### config.mk
export PLATFORM = sky130hd
export DESIGN_NAME = lobm_ctrl
export DESIGN_NICKNAME = d
export VERILOG_FILES = /design/src/lobm_pkg.sv /design/src/lobm_ctrl.sv
export SDC_FILE = /design/constraint.sdc
export NUM_CORES = 1
export LEC_CHECK = 0
export ABC_CLOCK_PERIOD_IN_PS = 3260
export BUFFER_PORTS_ARGS = -buffer_cell sky130_fd_sc_hd__buf_4
export CORE_ASPECT_RATIO = 1.4
export CORE_MARGIN = 2
export CORE_UTILIZATION = 30
export DETAILED_ROUTE_END_ITERATION = 10
export PLACE_DENSITY = 0.58
export SLEW_MARGIN = 20
export SYNTH_ARGS = -nofsm -noshare
export SYNTH_HDL_FRONTEND = slang
export SYNTH_SLANG_ARGS = --single-unit
### constraint.sdc
create_clock -name clk -period 3.26 [get_ports clk]
set_clock_uncertainty 0.05 [all_clocks]
set_input_delay 0.652 -clock clk [delete_from_list [all_inputs] [get_ports clk]]
set_output_delay 0.652 -clock clk [all_outputs]
set_load 0.02 [all_outputs]
### src/lobm_pkg.sv
// ----------------------------------------------------------------------------
// lobm_pkg
// Shared types and codes for the order book matcher: report status codes,
// datapath operations and the controller/datapath command and status bundles.
// ----------------------------------------------------------------------------
package lobm_pkg;

    typedef enum logic [2:0] {
        ST_FILL      = 3'd0,
        ST_FILLED    = 3'd1,
        ST_IOC       = 3'd2,
        ST_RESTING   = 3'd3,
        ST_PARTIAL   = 3'd4,
        ST_CANCELLED = 3'd5,
        ST_NOT_FOUND = 3'd6,
        ST_BOOK_FULL = 3'd7
    } status_t;

    typedef enum logic [3:0] {
        OP_NONE,
        OP_LOAD,
        OP_SCAN_START,
        OP_SCAN_STEP,
        OP_RD_HT,
        OP_LATCH_HT,
        OP_FILL,
        OP_SET_ST,
        OP_ALLOC_RD,
        OP_INS_WR,
        OP_INS_LINK,
        OP_CLV_INC,
        OP_NODE,
        OP_EMIT_FIN
    } dp_op_t;

    typedef enum logic [1:0] {
        SCAN_OPP,
        SCAN_OWN,
        SCAN_ALL
    } scan_mode_t;

    typedef struct packed {
        dp_op_t     op;
        scan_mode_t mode;
        status_t    st;
    } dp_cmd_t;

    typedef struct packed {
        logic in_cancel;
        logic out_free;
        logic rem_zero;
        logic cap_hit;
        logic market;
        logic opp_go;
        logic scan_last;
        logic ins_ok;
        logic has_match;
        logic clv_end;
        logic clv_valid;
        logic node_hit;
        logic node_tail;
    } dp_stat_t;

endpackage

### src/lobm_ctrl.sv
// ----------------------------------------------------------------------------
// lobm_ctrl
// Request sequencer: sweep, rest, cancel walk and top-of-book scan, issuing at most
// one datapath operation per cycle and waiting while the output beat is not taken.
// ----------------------------------------------------------------------------
module lobm_ctrl (
    input  logic               clk,
    input  logic               rst_n,
    input  logic               in_valid,
    output logic               in_ready,
    input  lobm_pkg::dp_stat_t stat,
    output lobm_pkg::dp_cmd_t  cmd
);

    import lobm_pkg::*;

    typedef enum logic [4:0] {
        S_IDLE, S_CHK, S_SCAN, S_BEST, S_HEAD, S_FILL, S_FIN,
        I_SCAN, I_DEC, I_WR, I_LINK,
        T_START, T_SCAN, T_EMIT,
        C_CHK, C_HEAD, C_NODE
    } state_t;

    state_t state_reg, state_next;

    assign in_ready = state_reg == S_IDLE;

    always_comb
    begin
        state_next = state_reg;
        cmd.op     = OP_NONE;
        cmd.mode   = SCAN_ALL;
        cmd.st     = ST_FILLED;
        unique case (state_reg)
            S_IDLE:
            begin
                if (in_valid)
                begin
                    cmd.op     = OP_LOAD;
                    state_next = stat.in_cancel ? C_CHK : S_CHK;
                end
            end
            S_CHK:
            begin
                if (stat.rem_zero || stat.cap_hit)
                begin
                    state_next = S_FIN;
                end
                else
                begin
                    cmd.op     = OP_SCAN_START;
                    cmd.mode   = SCAN_OPP;
                    state_next = S_SCAN;
                end
            end
            S_SCAN:
            begin
                cmd.op = OP_SCAN_STEP;
                if (stat.scan_last)
                begin
                    state_next = S_BEST;
                end
            end
            S_BEST:
            begin
                if (stat.opp_go)
                begin
                    cmd.op     = OP_RD_HT;
                    state_next = S_HEAD;
                end
                else
                begin
                    state_next = S_FIN;
                end
            end
            S_HEAD:
            begin
                cmd.op     = OP_LATCH_HT;
                state_next = S_FILL;
            end
            S_FILL:
            begin
                if (stat.out_free)
                begin
                    cmd.op     = OP_FILL;
                    state_next = S_CHK;
                end
            end
            S_FIN:
            begin
                priority if (stat.rem_zero)
                begin
                    cmd.op     = OP_SET_ST;
                    cmd.st     = ST_FILLED;
                    state_next = T_START;
                end
                else if (stat.market)
                begin
                    cmd.op     = OP_SET_ST;
                    cmd.st     = ST_IOC;
                    state_next = T_START;
                end
                else
                begin
                    cmd.op     = OP_SCAN_START;
                    cmd.mode   = SCAN_OWN;
                    state_next = I_SCAN;
                end
            end
            I_SCAN:
            begin
                cmd.op = OP_SCAN_STEP;
                if (stat.scan_last)
                begin
                    state_next = I_DEC;
                end
            end
            I_DEC:
            begin
                if (stat.ins_ok)
                begin
                    cmd.op     = OP_ALLOC_RD;
                    state_next = I_WR;
                end
                else
                begin
                    cmd.op     = OP_SET_ST;
                    cmd.st     = ST_BOOK_FULL;
                    state_next = T_START;
                end
            end
            I_WR:
            begin
                cmd.op     = OP_INS_WR;
                state_next = stat.has_match ? I_LINK : T_START;
            end
            I_LINK:
            begin
                cmd.op     = OP_INS_LINK;
                state_next = T_START;
            end
            T_START:
            begin
                cmd.op     = OP_SCAN_START;
                cmd.mode   = SCAN_ALL;
                state_next = T_SCAN;
            end
            T_SCAN:
            begin
                cmd.op = OP_SCAN_STEP;
                if (stat.scan_last)
                begin
                    state_next = T_EMIT;
                end
            end
            T_EMIT:
            begin
                if (stat.out_free)
                begin
                    cmd.op     = OP_EMIT_FIN;
                    state_next = S_IDLE;
                end
            end
            C_CHK:
            begin
                priority if (stat.clv_end)
                begin
                    cmd.op     = OP_SET_ST;
                    cmd.st     = ST_NOT_FOUND;
                    state_next = T_START;
                end
                else if (stat.clv_valid)
                begin
                    cmd.op     = OP_RD_HT;
                    state_next = C_HEAD;
                end
                else
                begin
                    cmd.op = OP_CLV_INC;
                end
            end
            C_HEAD:
            begin
                cmd.op     = OP_LATCH_HT;
                state_next = C_NODE;
            end
            C_NODE:
            begin
                cmd.op = OP_NODE;
                priority if (stat.node_hit)
                begin
                    state_next = T_START;
                end
                else if (stat.node_tail)
                begin
                    state_next = C_CHK;
                end
                else
                begin
                    state_next = C_NODE;
                end
            end
            default: state_next = S_IDLE;
        endcase
    end

    always_ff @(posedge clk or negedge rst_n)
    begin
        if (!rst_n)
        begin
            state_reg <= S_IDLE;
        end
        else
        begin
            state_reg <= state_next;
        end
    end

endmodule

======== Yosys cells after proc, flatten, opt, wreduce, memory -nomap -nowiden ========
Cells that the tools add are included.
storage, ports and cells
  flip-flop bits (word level) ............. 5
  input port bits ......................... 16
operators by class
  equality and inequality tests ........... 23
  multiplexer cells ....................... 37
  reduce and logical (&&, ||, !) cells .... 5
operators by type and width
  kind                                                  number
  case mux 5 bit (17 select lines)                      1
  case mux 4 bit (14 select lines)                      1
  2-to-1 mux 5 bit                                      10
  equality test 5 x 4 -> 1 bit (second input constant)  8
  2-to-1 mux 4 bit                                      8
  2-to-1 mux 3 bit                                      7
  equality test 5 x 3 -> 1 bit (second input constant)  4
  2-to-1 mux 2 bit                                      6
  != test 2 bit (second input constant)                 6
  equality test 5 x 2 -> 1 bit (second input constant)  2
  case mux 3 bit (3 select lines)                       1
  AND reduction 7 bit                                   1
  equality test 5 x 1 -> 1 bit (second input constant)  1
  equality test 5 bit (second input constant)           1
  zero test 5 bit                                       1
  case mux 2 bit (2 select lines)                       1
  != test 3 bit (second input constant)                 1
  OR reduction 3 bit                                    1
  2-to-1 mux 1 bit                                      2
  OR reduction 2 bit                                    1
  logical OR 1 bit                                      1

======== Longest topological paths before layout ========
Gate-level depths: netlist of run 1.
  depth in word-level cells ............... 3
  mapped depth ............................ 7
  mapped depth without buffers ............ 5

======== Least setup slack after synthesis of run 1 ========
Ideal clock, no wire load.
  kind .................................... register to output
  from .................................... register state_reg[0]
  to ...................................... output cmd[4] in the netlist's numbering
  arrival time ............................ 1.832 ns
  path slack .............................. 0.726 ns
  cell stages (with the launch flop) ...... 5
  cell sequence ........................... dfrtp_1 -> or2_1 -> buf_6 -> nor4_1 -> nor2_1
RTL lines
  what                      line              text
  start: declaration        lobm_ctrl.sv:24   state_t state_reg, state_next;
  start signal: assignment  lobm_ctrl.sv:215  state_reg <= state_next;
  end: declaration          lobm_ctrl.sv:12   output lobm_pkg::dp_cmd_t cmd

==> metrics.md, run 1 <==
| Metric | Value |
|---|---|
| Status | `finished, final reports clean` |
| Worst-Skew Late Latency | `0.23 ns` |
| Worst Path Required | `2.56 ns` |
| Critical Path Max Stage Delay | `0.74 ns` |
| Cell depth of the worst flop-to-flop path | `6` |
| Max-Cap Viols | `0` |
| WP data arrival | `2.14 ns` |
| Worst vdd ir | `0.514 mV` |
| Root buf cell | `clkbuf_4` |
| I/O pins | `26` |
| Share of the yosys chip area belonging to registers | `14.9%` |
| Static Leak | `0.416 nW` |
| Total GRT Usage | `14.6%` |
| Post-DRT Antenna Nets | `0` |
| Via density | `5.60` |
| Final setup violation count | `0` |
| Final design instance area without fill | `1050 sq um` |
| Synth top area cells | `dfrtp_1, nand2b_1, mux2_1` |
| CTS Buf Count | `3` |
| Synthesized flop and latch total | `5` |
| Total power | `1.00 mW` |
| Post-CTS Setup Repair Bufs | `0` |
| Post-synth EDFFs | `0` |
| Syn Area/Cell | `6.94 sq um` |
| Dominant cell type by area after synthesis | `dfrtp_1` |
| Reg-to-reg slack, setup | `0.97 ns` |
| Worst slew pin tran | `0.645 ns` |
| Worst setup SP type | `flop` |
| Yosys cell types | `39` |
| Commonest cells after routing, fill and taps aside | `buf_4, nor2_1, nand2_1` |
| Fin nets | `158` |
| Worst rel slew slack | `57.0%` |
| RSZ-0062 raised after global routing | `no` |
| Post-DP HPWL | `1810 microns` |
| Vias | `992` |
| Row count | `22` |
| Total Wirelength | `2390 microns` |
| Hold Vio Cnt, Final | `0` |
| Period minus WS final | `2.85 ns` |
| Setup TNS | `0 ns` |
| Die H | `66.6 microns` |
| Hold WC Path Type | `in2async` |
| Ys async rst share | `100%` |
| Mapped Cells | `121` |
| Ys flop type | `dfrtp_1` |
| Synthesis warning total | `0` |
| Clk buf depth | `2` |
| Remaining DRCs | `0` |
| Initial antenna violation count | `0` |
| Share of layout cells above drive strength 1 | `24.1%` |
| CTS resizes | `0` |
| Max reg flops | `5` |
| # clock sinks | `5` |
| Starting Density | `31.8%` |
| Top cell type's share of synthesized area | `14.9%` |
| Worst Path Class, Setup | `reg2out` |
| P per Cell Area | `960 nW/um^2` |
| Vias in the first global route | `878` |
| Fmax | `351 MHz` |
| Slack of the critical path | `0.414 ns` |
| Final Cycle Share | `87.3%` |
| Total grt overflow | `0` |
| CTS Hold Bufs | `0` |
| Buffers on Ports | `25` |
| H-tree depth | `1` |
| Reg2reg start | `state_reg[1]` |
| Crit end category | `output port` |
| Crit-path max FO | `24` |
| DR iter-0 viols | `58` |
| Final Slew Violations | `0` |
| CP Cell Sequence | `or2_1 -> nor3_1 -> a2111oi_0 -> nand2_1 -> buf_4` |
| First-pass iteration count of the detailed router | `4` |
| Place WS | `0.734 ns` |
| Layout overhead on the synthesized area | `24.6%` |
| Placer Congestion | `0.918` |
| Drt wl/cell | `13.5 microns` |
| Largest net degree at the start of global routing | `25` |
| Ant diodes | `0` |
| First-pass GRT wire length | `3810 microns` |
| Die area | `3240 sq um` |
| Die width | `48.7 microns` |
| Post-Syn Area | `840 sq um` |
| Post-DP Area | `1020 sq um` |
| Clk slew on worst S/H paths | `0.04 ns` |
| Core ar. | `2640 sq um` |
| Commonest non-fill, non-tap cell in the layout | `buf_4` |
| CTS tree | `built` |
| Finished Core Util | `39.6%` |
| Worst path slowest cell | `dfrtp_1` |
| Reg-to-reg endpoint | `state_reg[1]` |
| Syn Nets | `137` |
-- routing by layer --
metal	vias to the layer above	GRT usage, %	part of all wire (%)	wire (microns)
met5	-	0	0	0
met4	0	6.07	0.42	10
met3	2	1.57	7.1	169
met2	55	24.8	51	1220
met1	440	18.7	41	986
li1	495	-	-	-
-- final cells by class --
type | count | area (sq um)
flip-flops and latches | 5 | 125
clock buffers | 4 | 26.3
repair buffers | 28 | 210
well taps | 36 | 45.0
fillers | 294 | 1600
inverters | 3 | 11.3
multi-input cells | 101 | 628
-- cells in the mapped netlist, types with 2 or more instances --
| cell type | count |
|---|---|
| o211ai_1 | 2 |
| nand2b_1 | 8 |
| buf_6 | 3 |
| mux2_1 | 4 |
| nor2b_1 | 5 |
| o21ai_1 | 4 |
| nor4_1 | 6 |
| o21ai_0 | 6 |
| nand3_1 | 7 |
| nand2_1 | 10 |
| nor3b_1 | 3 |
| dfrtp_1 | 5 |
| a21oi_1 | 6 |
| buf_2 | 6 |
| o311ai_0 | 2 |
| a31oi_1 | 4 |
| inv_1 | 3 |
| or2_1 | 2 |
| clkbuf_1 | 2 |
| nor3_1 | 4 |
| nor2_1 | 11 |
-- critical path, delay by kind of cell, from the launching register on --
family          cells  cell delay [ns]
simple gates        3             0.57
flops               1             0.74
buf+inv             1             0.17
compound gates      1             0.43
-- through the flow --
step	instances	hold slack, ns
2_1_floorplan	121	0.306
3_3_place_gp	173	0.405
3_5_place_dp	173	0.406
4_1_cts	177	0.149
5_1_grt	177	0.143
6_report	177	0.158
-- worst max-delay path by stage --
stage,startpoint,endpoint,slack [ns]
2_1_floorplan,state_reg[0],cmd[4],0.73
3_3_place_gp,state_reg[0],cmd[5],0.71
3_5_place_dp,state_reg[0],cmd[5],0.73
4_1_cts,state_reg[0],cmd[5],0.46
5_1_grt,state_reg[3],cmd[1],0.27
6_report,state_reg[0],cmd[5],0.41
-- where the power goes --
part	total [mW]	switching (mW)	internal, mW	leakage [nW]
clock	0.0684	0.0223	0.0461	0.0150
combinational	0.711	0.385	0.326	0.339
sequential	0.224	0.134	0.0905	0.0615
total	1.00	0.541	0.463	0.416
-- kinds of logic after synthesis --
logic type | after synthesis | share of synthesized area [%]
AOI/OAI and AO/OA | 35 | 28.0
and+or+nand+nor | 62 | 41.4
DFF | 5 | 14.9
muxes | 4 | 5.36
buffers and inverters | 15 | 10.3
Note: power is estimated with default switching activity, not from simulation.
==> run 2: changes to the inputs <==
REMOVE_ABC_BUFFERS = 1   (was unset)
==> run 2 against run 1 <==
Compared with the run above: worst hold slack got worse by 0.0062 ns; cell count fell by 1.1%; setup slack got worse by 0.035 ns; sequential cell count did not move; critical endpoint is now cmd[4].
==> metrics.md, run 2 (synthesized netlist as in run 1, its figures left out) <==
| Metric | Value |
|---|---|
| Worst vdd ir | `0.373 mV (-27%)` |
| Via density | `5.52 (-1.5%)` |
| Initial antenna violation count | `0 (unchanged)` |
| Starting Density | `31.8% (unchanged)` |
| Hold Slack | `0.152 ns (-0.00617 ns)` |
| Slack of the critical path | `0.380 ns (-0.0346 ns)` |
| Multi-input logic area | `628 sq um (unchanged)` |
| Fin nets | `156 (-1.3%)` |
| Crit end category | `output port` |
| Filler instances | `315 (+7.1%)` |
| FF/Latch Area | `125 sq um (unchanged)` |
| Worst setup SP type | `flop` |
| CTS tree | `built` |
| First-pass GRT wire length | `4180 microns (+9.8%)` |
| Row count | `22 (unchanged)` |
| RSZ-0062 raised after global routing | `no` |
| Worst rel slew slack | `39.6% (-17 points)` |
| Crit path buf inv count | `1 (unchanged)` |
| Setup TNS | `0 ns (unchanged)` |
| WP data arrival | `2.18 ns (+0.04 ns)` |
| Period minus WS final | `2.88 ns (+0.0346 ns)` |
| Final Cycle Share | `88.4% (+1.1 points)` |
| H-tree depth | `1 (unchanged)` |
| Clk buf depth | `2 (unchanged)` |
| Max-Cap Viols | `0 (unchanged)` |
| Max reg flops | `5 (unchanged)` |
| CTS Buf Count | `3 (unchanged)` |
| Static Leak | `0.405 nW (-2.5%)` |
| Share of layout cells above drive strength 1 | `23.0% (-1.1 points)` |
| Remaining DRCs | `0 (unchanged)` |
| Hold Vio Cnt, Final | `0 (unchanged)` |
| Die width | `48.7 microns (unchanged)` |
| Clk slew on worst S/H paths | `0.04 ns (about the same)` |
| I/O pins | `26 (unchanged)` |
| Drt wl/cell | `13.9 microns (+3.0%)` |
| Die H | `66.6 microns (unchanged)` |
| Final Slew Violations | `0 (unchanged)` |
| Total power | `0.990 mW (-1.3%)` |
| Worst Setup SP | `state_reg[1]` |
| Total GRT Usage | `15.9% (+1.3 points)` |
| Commonest cells after routing, fill and taps aside | `buf_4, nor2_1, nand2_1` |
| CTS resizes | `0 (unchanged)` |
| First-pass iteration count of the detailed router | `4 (unchanged)` |
| Post-DP Area | `1000 sq um (-1.5%)` |
| Status | `finished, final reports clean` |
| # clock sinks | `5 (unchanged)` |
| Worst slew pin tran | `0.906 ns (+0.261 ns)` |
| Worst-Skew Late Latency | `0.24 ns (about the same)` |
| CTS Hold Bufs | `0 (unchanged)` |
| Hold WC Path Type | `in2async` |
| Total grt overflow | `0 (unchanged)` |
| CP Cell Sequence | `nand3b_1 -> nor4_1 -> nor2_1 -> buf_4` |
| DR iter-0 viols | `25 (-57%)` |
| Worst Path Class, Setup | `reg2out` |
| Commonest non-fill, non-tap cell in the layout | `buf_4` |
| Post-DP HPWL | `1840 microns (+2.0%)` |
| Placer Congestion | `0.822 (-10%)` |
| Vias in the first global route | `890 (+1.4%)` |
| Ant diodes | `0 (unchanged)` |
| Final design instance area without fill | `1030 sq um (-1.4%)` |
| Crit-path max FO | `32 (+33%)` |
| Critical Path Max Stage Delay | `0.93 ns (+0.19 ns)` |
| Vias | `966 (-2.6%)` |
| Worst Path Required | `2.56 ns (about the same)` |
| Buffers on Ports | `25 (unchanged)` |
| Final setup violation count | `0 (unchanged)` |
| Layout overhead on the synthesized area | `22.8%` |
| Worst path slowest cell | `dfrtp_1` |
| Largest net degree at the start of global routing | `33 (+32%)` |
| Core ar. | `2640 sq um (unchanged)` |
| Post-CTS Setup Repair Bufs | `0 (unchanged)` |
| Die area | `3240 sq um (unchanged)` |
| Root buf cell | `clkbuf_4` |
| Top delay family on crit path | `flip-flops` |
| Place WS | `0.643 ns (-0.0906 ns)` |
| Fmax | `347 MHz (-1.2%)` |
| Total Wirelength | `2430 microns (+1.8%)` |
| Post-DRT Antenna Nets | `0 (unchanged)` |
| P per Cell Area | `961 nW/um^2 (+0.10%)` |
| Reg2reg start | `state_reg[1]` |
## run 2: cell types whose count changed in the layout (fill, tap and decap cells not counted)
| cell | previous run | this run |
|---|---|---|
| buf_4 | 28 | 26 |
## run 2: layer usage
layer  share of wire [%]  track usage (%)  routed length [microns]  vias to the layer above
met1                  44             21.4                     1080                      450
met2                  51             27.6                     1240                       25
met3                 4.1             1.35                       99                        2
met5                   0                0                        0                        -
li1                    -                -                        -                      489
met4                0.29             3.57                        7                        0
## run 2: worst paths after layout
kind | end | slack [ns] | cells after the start
worst min-delay path | state_reg[0] | 0.15 | 1
worst max-delay path | cmd[4] | 0.38 | 4
worst min register to register | state_reg[4] | 0.82 | 2
worst max register to register | state_reg[1] | 1.01 | 5
min in group clk | state_reg[4] | 0.68 | 4
max in group asynchronous | state_reg[2] | 2.90 | 1
## run 2: cell type report
cell class | instances | share of cell area (%)
repair buffers | 26 | 18.9
flip-flops and latches | 5 | 12.1
well taps | 36 | 4.37
clock buffers | 4 | 2.55
multi-input cells | 101 | 60.9
inverters | 3 | 1.09
## run 2: power by group
group	switching, mW	total, mW	internal [mW]
Combinational	0.354	0.671	0.316
Clock	0.0250	0.0712	0.0463
Sequential	0.159	0.248	0.0897
## run 2: per-stage QoR
| step | util, % | std cells |
|---|---|---|
| 6_report | 39.0 | 175 |
| 5_1_grt | 39.0 | 175 |
| 4_1_cts | 39.0 | 175 |
| 3_5_place_dp | 38.0 | 171 |
| 3_3_place_gp | 38.0 | 171 |
| 2_1_floorplan | - | 109 |
